===== config.mk =====
export PLATFORM = sky130hd
export DESIGN_NAME = serial_frame_receiver_crc16
export DESIGN_NICKNAME = d
export VERILOG_FILES = /design/src/rtl/core/sfr_pkg.sv /design/src/rtl/core/serial_frame_receiver_crc16.sv /design/src/rtl/core/sfr_parser.sv
export SDC_FILE = /design/constraint.sdc
export NUM_CORES = 1
export LEC_CHECK = 0
export ABC_CLOCK_PERIOD_IN_PS = 2500
export BUFFER_PORTS_ARGS = -buffer_cell sky130_fd_sc_hd__buf_2
export CAP_MARGIN = 20
export CORE_UTILIZATION = 45
export DETAILED_ROUTE_END_ITERATION = 8
export MAX_ROUTING_LAYER = met4
export PLACE_DENSITY = 0.66
export SYNTH_ARGS = -nofsm -noshare
export SYNTH_HDL_FRONTEND = slang
export SYNTH_SLANG_ARGS = --single-unit

===== constraint.sdc =====
create_clock -name aclk -period 2.5 [get_ports aclk]
set_input_delay 0.375 -clock aclk [delete_from_list [all_inputs] [get_ports aclk]]
set_output_delay 0.375 -clock aclk [all_outputs]
set_load 0.02 [all_outputs]

===== src/rtl/core/sfr_pkg.sv =====
`timescale 1ns / 1ps
// ----------------------------------------------------------------------------
// sfr_pkg
// Shared types, codes and the CRC16 byte update of the framed serial receiver.
// ----------------------------------------------------------------------------
package sfr_pkg;

    // Parser phase codes
    localparam logic [2:0] PH_HDR0 = 3'd0;
    localparam logic [2:0] PH_HDR1 = 3'd1;
    localparam logic [2:0] PH_LEN  = 3'd2;
    localparam logic [2:0] PH_CMD  = 3'd3;
    localparam logic [2:0] PH_DATA = 3'd4;
    localparam logic [2:0] PH_CRCH = 3'd5;
    localparam logic [2:0] PH_CRCL = 3'd6;

    // Frame status codes
    localparam logic [1:0] ST_CRC_GOOD  = 2'd0;
    localparam logic [1:0] ST_CRC_BAD   = 2'd1;
    localparam logic [1:0] ST_SHORT_LEN = 2'd2;
    localparam logic [1:0] ST_TIMEOUT   = 2'd3;

    // Input kind carried on tuser
    localparam logic MODE_BYTE    = 1'b0;
    localparam logic MODE_TIMEOUT = 1'b1;

    localparam logic [7:0]  SYNC_BYTE0 = 8'h55;
    localparam logic [7:0]  SYNC_BYTE1 = 8'hAA;
    localparam logic [7:0]  MIN_LEN    = 8'd3;
    localparam logic [15:0] CRC_POLY   = 16'h8005;
    localparam logic [15:0] CRC_SEED_RESET = 16'hFFFF;

    // One result beat
    typedef struct packed {
        logic       data_valid;
        logic [7:0] data_out;
        logic       frame_end;
        logic [1:0] frame_status;
        logic [7:0] command_out;
    } sfr_result_t;

    // CRC16 update over one byte, MSB first, no reflection
    function automatic logic [15:0] crc16_byte(input logic [15:0] crc, input logic [7:0] b);
        logic [15:0] c;
        c = crc ^ {b, 8'h00};
        for (int i = 0; i < 8; i++) begin
            if (c[15]) begin
                c = {c[14:0], 1'b0} ^ CRC_POLY;
            end else begin
                c = {c[14:0], 1'b0};
            end
        end
        return c;
    endfunction

endpackage


===== src/rtl/core/serial_frame_receiver_crc16.sv =====
`timescale 1ns / 1ps
// ----------------------------------------------------------------------------
// serial_frame_receiver_crc16
// Framed serial receiver: header sync, length, command, data pass-through and
// CRC16 (poly 0x8005) check, one result beat for every input beat.
// ----------------------------------------------------------------------------
// Path: an accepted input beat passes through the input register, then the
//   result register, which it enters when the result side is free.
// Throughput: one beat per cycle while the result side accepts; the one-byte
//   CRC update sits between the input register and the result register.
// Reset: synchronous, active low; parser returns to header search, CRC seed
//   register returns to 0xFFFF, both pipeline stages empty.
// ----------------------------------------------------------------------------
module serial_frame_receiver_crc16 (
    input  logic        aclk,
    input  logic        aresetn,
    // Configuration
    input  logic        cfg_we,
    input  logic [15:0] cfg_wdata,     // crc_seed
    // Input stream
    input  logic        s_tvalid,
    output logic        s_tready,
    input  logic [7:0]  s_tdata,       // [7:0] rx_byte
    input  logic        s_tuser,       // [0] mode
    // Result stream
    output logic        m_tvalid,
    input  logic        m_tready,
    output logic [23:0] m_tdata,       // [7:0] data_out, [9:8] frame_status,
                                       // [17:10] command_out, [23:18] zero
    output logic        m_tlast,       // frame_end
    output logic        m_tuser        // [0] data_valid
);
    import sfr_pkg::*;

    logic [15:0]  crc_seed_reg;
    logic         in_valid_reg;
    logic         in_mode_reg;
    logic [7:0]   in_byte_reg;
    logic         out_valid_reg;
    sfr_result_t  out_reg;
    sfr_result_t  result;
    logic         advance;

    // Move a beat from the input register to the result register
    assign advance  = in_valid_reg && (!out_valid_reg || m_tready);
    assign s_tready = !in_valid_reg || advance;

    // Hold the CRC seed
    always_ff @(posedge aclk) begin
        if (!aresetn) begin
            crc_seed_reg <= CRC_SEED_RESET;
        end else if (cfg_we) begin
            crc_seed_reg <= cfg_wdata;
        end
    end

    // Input register
    always_ff @(posedge aclk) begin
        if (!aresetn) begin
            in_valid_reg <= 1'b0;
        end else if (s_tready) begin
            in_valid_reg <= s_tvalid;
        end
    end

    always_ff @(posedge aclk) begin
        if (s_tvalid && s_tready) begin
            in_mode_reg <= s_tuser;
            in_byte_reg <= s_tdata;
        end
    end

    sfr_parser u_parser (
        .aclk     (aclk),
        .aresetn  (aresetn),
        .step     (advance),
        .mode     (in_mode_reg),
        .rx_byte  (in_byte_reg),
        .crc_seed (crc_seed_reg),
        .result   (result)
    );

    // Result register
    always_ff @(posedge aclk) begin
        if (!aresetn) begin
            out_valid_reg <= 1'b0;
        end else if (advance) begin
            out_valid_reg <= 1'b1;
        end else if (m_tready) begin
            out_valid_reg <= 1'b0;
        end
    end

    always_ff @(posedge aclk) begin
        if (advance) begin
            out_reg <= result;
        end
    end

    assign m_tvalid = out_valid_reg;
    assign m_tdata  = {6'b0, out_reg.command_out, out_reg.frame_status, out_reg.data_out};
    assign m_tlast  = out_reg.frame_end;
    assign m_tuser  = out_reg.data_valid;

endmodule


===== src/rtl/core/sfr_parser.sv =====
`timescale 1ns / 1ps
// ----------------------------------------------------------------------------
// sfr_parser
// Frame parser state and CRC register; works out the result of one byte beat
// and advances the state when the beat is taken.
// ----------------------------------------------------------------------------
module sfr_parser (
    input  logic                 aclk,
    input  logic                 aresetn,
    input  logic                 step,
    input  logic                 mode,
    input  logic [7:0]           rx_byte,
    input  logic [15:0]          crc_seed,
    output sfr_pkg::sfr_result_t result
);
    import sfr_pkg::*;

    logic [2:0]  phase_reg,       phase_next;
    logic [7:0]  byte_pos_reg,    byte_pos_next;
    logic [7:0]  frame_len_reg,   frame_len_next;
    logic [15:0] crc_reg,         crc_next;
    logic [7:0]  command_reg,     command_next;
    logic        sync_match_reg,  sync_match_next;
    logic        crc_hi_ok_reg,   crc_hi_ok_next;

    logic [15:0] crc_upd;
    logic [15:0] crc_first;
    logic [8:0]  pos_plus2;

    assign crc_upd   = crc16_byte(crc_reg, rx_byte);
    assign crc_first = crc16_byte(crc_seed, rx_byte);
    // Advanced body position plus the two CRC bytes
    assign pos_plus2 = {1'b0, byte_pos_reg + 8'd1} + 9'd2;

    // Work out next state and result for the current beat
    always_comb begin
        phase_next      = phase_reg;
        byte_pos_next   = byte_pos_reg;
        frame_len_next  = frame_len_reg;
        crc_next        = crc_reg;
        command_next    = command_reg;
        sync_match_next = sync_match_reg;
        crc_hi_ok_next  = crc_hi_ok_reg;
        result          = '0;

        if (mode == MODE_TIMEOUT) begin
            // Abort a frame body; drop a partial header silently
            if (phase_reg inside {[PH_CMD:PH_CRCL]}) begin
                result.frame_end    = 1'b1;
                result.frame_status = ST_TIMEOUT;
                result.command_out  = command_reg;
            end
            phase_next      = PH_HDR0;
            byte_pos_next   = '0;
            sync_match_next = 1'b0;
            crc_hi_ok_next  = 1'b0;
        end else begin
            case (phase_reg)
                PH_HDR1: begin
                    crc_next        = crc_upd;
                    sync_match_next = sync_match_reg && (rx_byte == SYNC_BYTE1);
                    phase_next      = PH_LEN;
                end
                PH_LEN: begin
                    crc_next = crc_upd;
                    if (!sync_match_reg || (rx_byte < MIN_LEN)) begin
                        if (sync_match_reg) begin
                            result.frame_end    = 1'b1;
                            result.frame_status = ST_SHORT_LEN;
                        end
                        phase_next      = PH_HDR0;
                        byte_pos_next   = '0;
                        sync_match_next = 1'b0;
                        crc_hi_ok_next  = 1'b0;
                    end else begin
                        frame_len_next = rx_byte;
                        byte_pos_next  = '0;
                        command_next   = '0;
                        phase_next     = PH_CMD;
                    end
                end
                PH_CMD: begin
                    crc_next      = crc_upd;
                    command_next  = rx_byte;
                    byte_pos_next = 8'd1;
                    phase_next    = (frame_len_reg == MIN_LEN) ? PH_CRCH : PH_DATA;
                end
                PH_DATA: begin
                    crc_next          = crc_upd;
                    result.data_valid = 1'b1;
                    result.data_out   = rx_byte;
                    byte_pos_next     = byte_pos_reg + 8'd1;
                    if (pos_plus2 >= {1'b0, frame_len_reg}) begin
                        phase_next = PH_CRCH;
                    end
                end
                PH_CRCH: begin
                    crc_hi_ok_next = (rx_byte == crc_reg[15:8]);
                    byte_pos_next  = byte_pos_reg + 8'd1;
                    phase_next     = PH_CRCL;
                end
                PH_CRCL: begin
                    result.frame_end    = 1'b1;
                    result.frame_status = (crc_hi_ok_reg && (rx_byte == crc_reg[7:0]))
                                          ? ST_CRC_GOOD : ST_CRC_BAD;
                    result.command_out  = command_reg;
                    phase_next      = PH_HDR0;
                    byte_pos_next   = '0;
                    sync_match_next = 1'b0;
                    crc_hi_ok_next  = 1'b0;
                end
                default: begin
                    // First header byte: restart the CRC from the seed
                    crc_next        = crc_first;
                    sync_match_next = (rx_byte == SYNC_BYTE0);
                    crc_hi_ok_next  = 1'b0;
                    phase_next      = PH_HDR1;
                end
            endcase
        end
    end

    // Advance parser state on each taken beat
    always_ff @(posedge aclk) begin
        if (!aresetn) begin
            phase_reg      <= PH_HDR0;
            byte_pos_reg   <= '0;
            frame_len_reg  <= '0;
            crc_reg        <= CRC_SEED_RESET;
            command_reg    <= '0;
            sync_match_reg <= 1'b0;
            crc_hi_ok_reg  <= 1'b0;
        end else if (step) begin
            phase_reg      <= phase_next;
            byte_pos_reg   <= byte_pos_next;
            frame_len_reg  <= frame_len_next;
            crc_reg        <= crc_next;
            command_reg    <= command_next;
            sync_match_reg <= sync_match_next;
            crc_hi_ok_reg  <= crc_hi_ok_next;
        end
    end

endmodule


# [Yosys cells after proc, flatten, opt, wreduce, memory -nomap -nowiden]
# Cells that the tools add are included.
[op_classes] n_addsub=2 magnitude_cmp=4 n_eq_ne=16 n_mux=41 n_bitwise=22 reduce_logical=28
[ops] operator="16-bit 2-to-1 mux" n=16
[ops] operator="3-bit inverter" n=16
[ops] operator="16-bit one-hot mux with 2 select lines" n=1
[ops] operator="16-bit XOR" n=2
[ops] operator="8-bit 2-to-1 mux" n=3
[ops] operator="8-bit one-hot mux with 3 select lines" n=1
[ops] operator="11-bit 2-to-1 mux" n=2
[ops] operator="3-bit one-hot mux with 6 select lines" n=1
[ops] operator="8-bit == test" n=2
[ops] operator="8-bit one-hot mux with 2 select lines" n=1
[ops] operator="3-bit 2-to-1 mux" n=4
[ops] operator="8-bit by 2-bit adder with 9-bit output, second input constant" n=1
[ops] operator="3-bit == test, second input constant" n=3
[ops] operator="9-bit by 8-bit greater-or-equal comparator with 1-bit output" n=1
[ops] operator="9-bit 2-to-1 mux" n=1
[ops] operator="3-bit AND reduction" n=3
[ops] operator="8-bit by 1-bit adder with 8-bit output, second input constant" n=1
[ops] operator="8-bit by 2-bit == test with 1-bit output, second input constant" n=1
[ops] operator="8-bit by 7-bit == test with 1-bit output, second input constant" n=1
[ops] operator="8-bit == test, second input constant" n=1
[ops] operator="8-bit by 2-bit < comparator with 1-bit output, second input constant" n=1
[ops] operator="4-bit AND reduction" n=2
[ops] operator="2-bit OR reduction" n=4
[ops] operator="1-bit 2-to-1 mux" n=7
[ops] operator="other kinds (20)" n=37
[totals] regBits=92 inputBits=30 elab_cells=130

# [Depth between registers and ports, before layout]
[logic_depth] word_depth=18 ltp_mapped=12 ltp_nobuf=12

# [Hierarchy]
# A second synthesis with hierarchy kept.
[hier_totals] hier_cells=527 hier_area_um2=5024.8
[modules_own_cells] module="sfr_parser" n_inst=1 cells_each=430 area_per_inst_um2=3439.5
[modules_own_cells] module="serial_frame_receiver_crc16" n_inst=1 cells_each=97 area_per_inst_um2=1585.3

# [Worst setup path before layout]
# Ideal clock, no wire load.
[synth_path] path_kind="reg-to-reg" startpoint="register in_byte_reg[7]" endpoint="register u_parser.crc_reg[0]" setup_time_ns=0.133 arrival_ns=2.367 required_time_ns=2.367 path_slack_ns=0.000 stages_incl_launch_ff=10 cell_sequence="edfxtp_1 buf_6 xnor2_1 ha_1 xnor2_1 xor3_1 xor2_1 mux2i_1 xnor2_1 o211ai_2"
[synth_via] elab_chain_cells=10
[synth_rtl] element="start, declared" line="serial_frame_receiver_crc16.sv:38" source="logic [7:0] in_byte_reg;"
[synth_rtl] element="start signal, assigned" line="serial_frame_receiver_crc16.sv:69" source="in_byte_reg <= s_tdata;"
[synth_rtl] element="16-bit XOR" line="sfr_pkg.sv:45" source="c = crc ^ {b, 8'h00};"
[synth_rtl] element="16-bit 2-to-1 mux (8 in a row)" line="sfr_pkg.sv:47" source="if (c[15]) begin"
[synth_rtl] element="16-bit one-hot mux with 2 select lines *" line="sfr_parser.sv:58" source="case (phase_reg)"
[synth_rtl] element="end signal, assigned" line="sfr_parser.sv:137" source="crc_reg <= crc_next;"
[synth_rtl] element="end, declared" line="sfr_parser.sv:21" source="logic [15:0] crc_reg, crc_next;"
# Mark *: on every way between the ends. The rest lies on a longest branch, timed or not.
# A chain may end at the register's enable or synchronous reset.

# [Final worst setup path]
# Ends and elaborated chain as after synthesis.

==> impl_results.rst <==
.. list-table::
   :header-rows: 1

   * - Metric
     - Value
   * - Share of Yosys cell area claimed by the top area cell type
     - 25.3%
   * - Clock buffer depth
     - 2
   * - I/O Buffers
     - 51
   * - Source of the critical timing path
     - in_byte_reg[7]
   * - Standard-cell row count
     - 38
   * - Number of unique standard cell types used by synthesis
     - 57
   * - # H-tree levels
     - 3
   * - Synthesized netlist cell count
     - 507
   * - I/O pins
     - 58
   * - CP max stage delay
     - 0.51 ns
   * - Starting utilization of the core area
     - 46.1%
   * - Wire length per cell after detailed routing
     - 15.0 µm
   * - Die area
     - 11,500 µm²
   * - Dominant cells by area after synthesis
     - dfxtp_1 (25%), edfxtp_1 (17%), xnor2_1 (7.0%)
   * - TritonCTS Sinks
     - 92
   * - First-pass GRT wire length
     - 17,600 µm
   * - Floorplan core area
     - 10,800 µm²
   * - Flop2flop setup slack
     - 0.13 ns
   * - Largest register FFs
     - 18
   * - Setup violators final
     - 0
   * - Required time at the endpoint of the critical path
     - 2.76 ns
   * - Total power density per cell area
     - 560 nW/µm²
   * - Synthesized cell area
     - 4980 µm²
   * - Worst Slack Setup Final
     - 0.135 ns
   * - Clock slew at the register clock pins of the worst setup and hold paths
     - 0.09 ns
   * - Setup total negative slack
     - 0 ns
   * - Flip-flop and latch count after synthesis
     - 92
   * - Number of flops mapped to enable cells by yosys
     - 29
   * - CTS root buffer
     - clkbuf_8
   * - Sequential share of the synthesized area
     - 42.8%
   * - Worst Path Arrival
     - 2.62 ns
   * - Layout overhead on the synthesized area
     - 14.4%
   * - Placed cells
     - 694
   * - Primary FF master, synth
     - dfxtp_1
   * - Post-place instance area
     - 5460 µm²
   * - Hold Path Origin
     - s_tdata[3]
   * - Cells on Worst Hold Path
     - 1
   * - Floorplan die height
     - 107 µm
   * - Worst-margin pin slew
     - 1.01 ns
   * - Top cell by count, worst path
     - xnor2_1
   * - Max Cap Viol
     - 0
   * - Worst r2r src
     - in_byte_reg[7]
   * - Yosys Warn Count
     - 0
   * - CTS tree
     - yes
   * - Final antenna-violating net count
     - 0
   * - Worst skew pair latency
     - 0.37 ns
   * - Worst vdd rail ir drop
     - 0.000291 V
   * - Peak fanout along the critical path
     - 3
   * - Most frequently used cell type in the post-synthesis netlist
     - nand2_1
   * - Fin crit share
     - 94.6%
   * - Run status
     - finished with violations
   * - Per-instance average area after synthesis
     - 9.82 µm²
   * - Total routing resource utilization after global routing
     - 20.6%
   * - Total half-perimeter wirelength after legalization and detailed placement
     - 7830 µm
   * - Finished Cell Area
     - 5690 µm²
   * - Worst slew margin relative to its limit
     - 32.0%
   * - Sum of internal, switching and leakage power
     - 3.19 mW
   * - Antenna fix cells
     - 0
   * - Terminus of the critical flop-to-flop path
     - u_parser.crc_reg[0]
   * - Violation count after the first detailed-routing iteration
     - 149
   * - Synth area leader
     - dfxtp_1
   * - Critical Path, Cell by Cell
     - xnor2_2 -> ha_1 -> xnor2_1 -> xor3_1 -> xor2_1 -> mux2i_1 -> xnor2_1 -> o211ai_2
   * - Max-slew violations
     - 0
   * - Post-route DRC violation count
     - 1
   * - Final non-filler cell total
     - 711
   * - Total wire length
     - 10,700 µm
   * - Via-per-instance ratio
     - 5.19
   * - Minimum hold slack
     - 0.178 ns
   * - Pleak
     - 2.34 nW
   * - Number of global-route vias before repair
     - 3,542
   * - Max stage delay cell, worst path
     - xor3_1
   * - Worst hold-check path type
     - input pin to flop
   * - Setup repair after global routing missed its margin
     - false
   * - Clock skew after layout
     - 0.00852 ns
   * - Clock period minus final worst setup slack
     - 2.37 ns
   * - Setup slack after placement
     - 0.0238 ns
   * - List of most frequent post-synthesis cells
     - nand2_1 (71), dfxtp_1 (63), xnor2_1 (40), mux2i_1 (32), edfxtp_1 (29)
   * - Routability cong.
     - 0.906
   * - Horizontal die dimension
     - 107 µm
   * - R2r worst-path depth
     - 8
   * - Fraction of layout cells with a size suffix above 1
     - 21.4%
   * - Endpoint of the worst hold-timing path
     - in_byte_reg[3]
   * - GRT overflow
     - 0
   * - Fmax achieved
     - 423 MHz
   * - Critical path class
     - flop to flop
   * - Antenna violations before repair
     - 0
   * - Number of failing hold endpoints at the final stage
     - 0
   * - Hold buffer count at CTS
     - 0
   * - Drt first pass iters
     - 6
   * - Async S/R FF share, synth
     - 0%
   * - Violations in the final reports
     - DRC
   * - Net total in the final layout
     - 607
   * - Largest net degree at the start of global routing
     - 36
   * - Nature of the critical path startpoint
     - flop
   * - Total via count after detailed routing
     - 3,688
   * - Share of the core filled with cells in the final layout
     - 52.8%
   * - CTS buffer count
     - 9
   * - Kind of end point of the critical path
     - flop
-- cell usage in the layout, fill, tap and decap left out, types with 6 or more instances in the layout --
cell and n:
xnor2_1 37, conb_1 6, edfxtp_1 29, clkbuf_8 10, nand2_1 71, a21boi_1 13
and2_1 20, xnor2_2 6, o211ai_1 15, buf_2 51, buf_4 27, nand2b_1 8
nor2b_1 16, nor2_1 14, dfxtp_1 59, a21oi_1 10, o21ai_0 23, mux2i_1 32
inv_1 11, ha_1 10, xor2_1 17, nand3_1 17
-- worst max-delay path: cells and delay by family, from the launching register on --
| family | cells | cell delay (ns) |
|---|---|---|
| flip-flops | 1 | 0.44 |
| adder cells (fa/ha/maj) | 1 | 0.33 |
| multiplexers | 1 | 0.17 |
| XOR/XNOR | 5 | 1.23 |
| AO/OA/AOI/OAI | 1 | 0.09 |
-- power by group --
group	total [mW]	internal [mW]	switching [mW]
sequential	1.64	1.59	0.0520
combinational	0.600	0.295	0.305
clock	0.946	0.398	0.548
-- worst max-delay path by stage --
stage | to | slack, ns | cells past startpoint
floorplan | u_parser.crc_reg[0] | 0.09 | 9
global placement | u_parser.phase_reg[0] | 0.08 | 10
detailed placement | u_parser.phase_reg[1] | 0.02 | 11
CTS | u_parser.phase_reg[1] | 0.008 | 10
global route | u_parser.phase_reg[1] | 0.006 | 12
finish | u_parser.crc_reg[0] | 0.13 | 8
-- cells by family after synthesis --
family,Yosys count,synth area share (%)
compound gates,84,11.4
xor+xnor,68,14.3
fa+ha+maj,11,2.76
buf+inv,47,4.88
flops,92,42.8
mux,33,6.66
other cells,1,0.0753
simple gates,171,17.2
-- per-layer routing --
layer | up-vias | GRT usage, % | routed length [µm]
met5 | - | - | 0
met4 | 0 | 8.32 | 167
met3 | 14 | 3.22 | 504
met2 | 104 | 31.1 | 4940
met1 | 1721 | 27.6 | 5050
li1 | 1849 | - | -
-- layout make-up --
class	count	area [µm²]
repair buffers	79	478
inverters	11	41.3
multi-input cells	373	2680
well taps	140	175
clock inverters	6	45.0
clock buffers	10	138
fillers	969	5100
flip-flops and latches	92	2140
-- timing repair --
action / CTS / global route
pin swaps: 0 / 3
buffers inserted: 0 / 1
endpoints found under the setup margin: 2 / 2
resized for setup: 5 / 9
endpoints found under the hold margin: 0 / 0
Power figures use the tool's default switching activity.
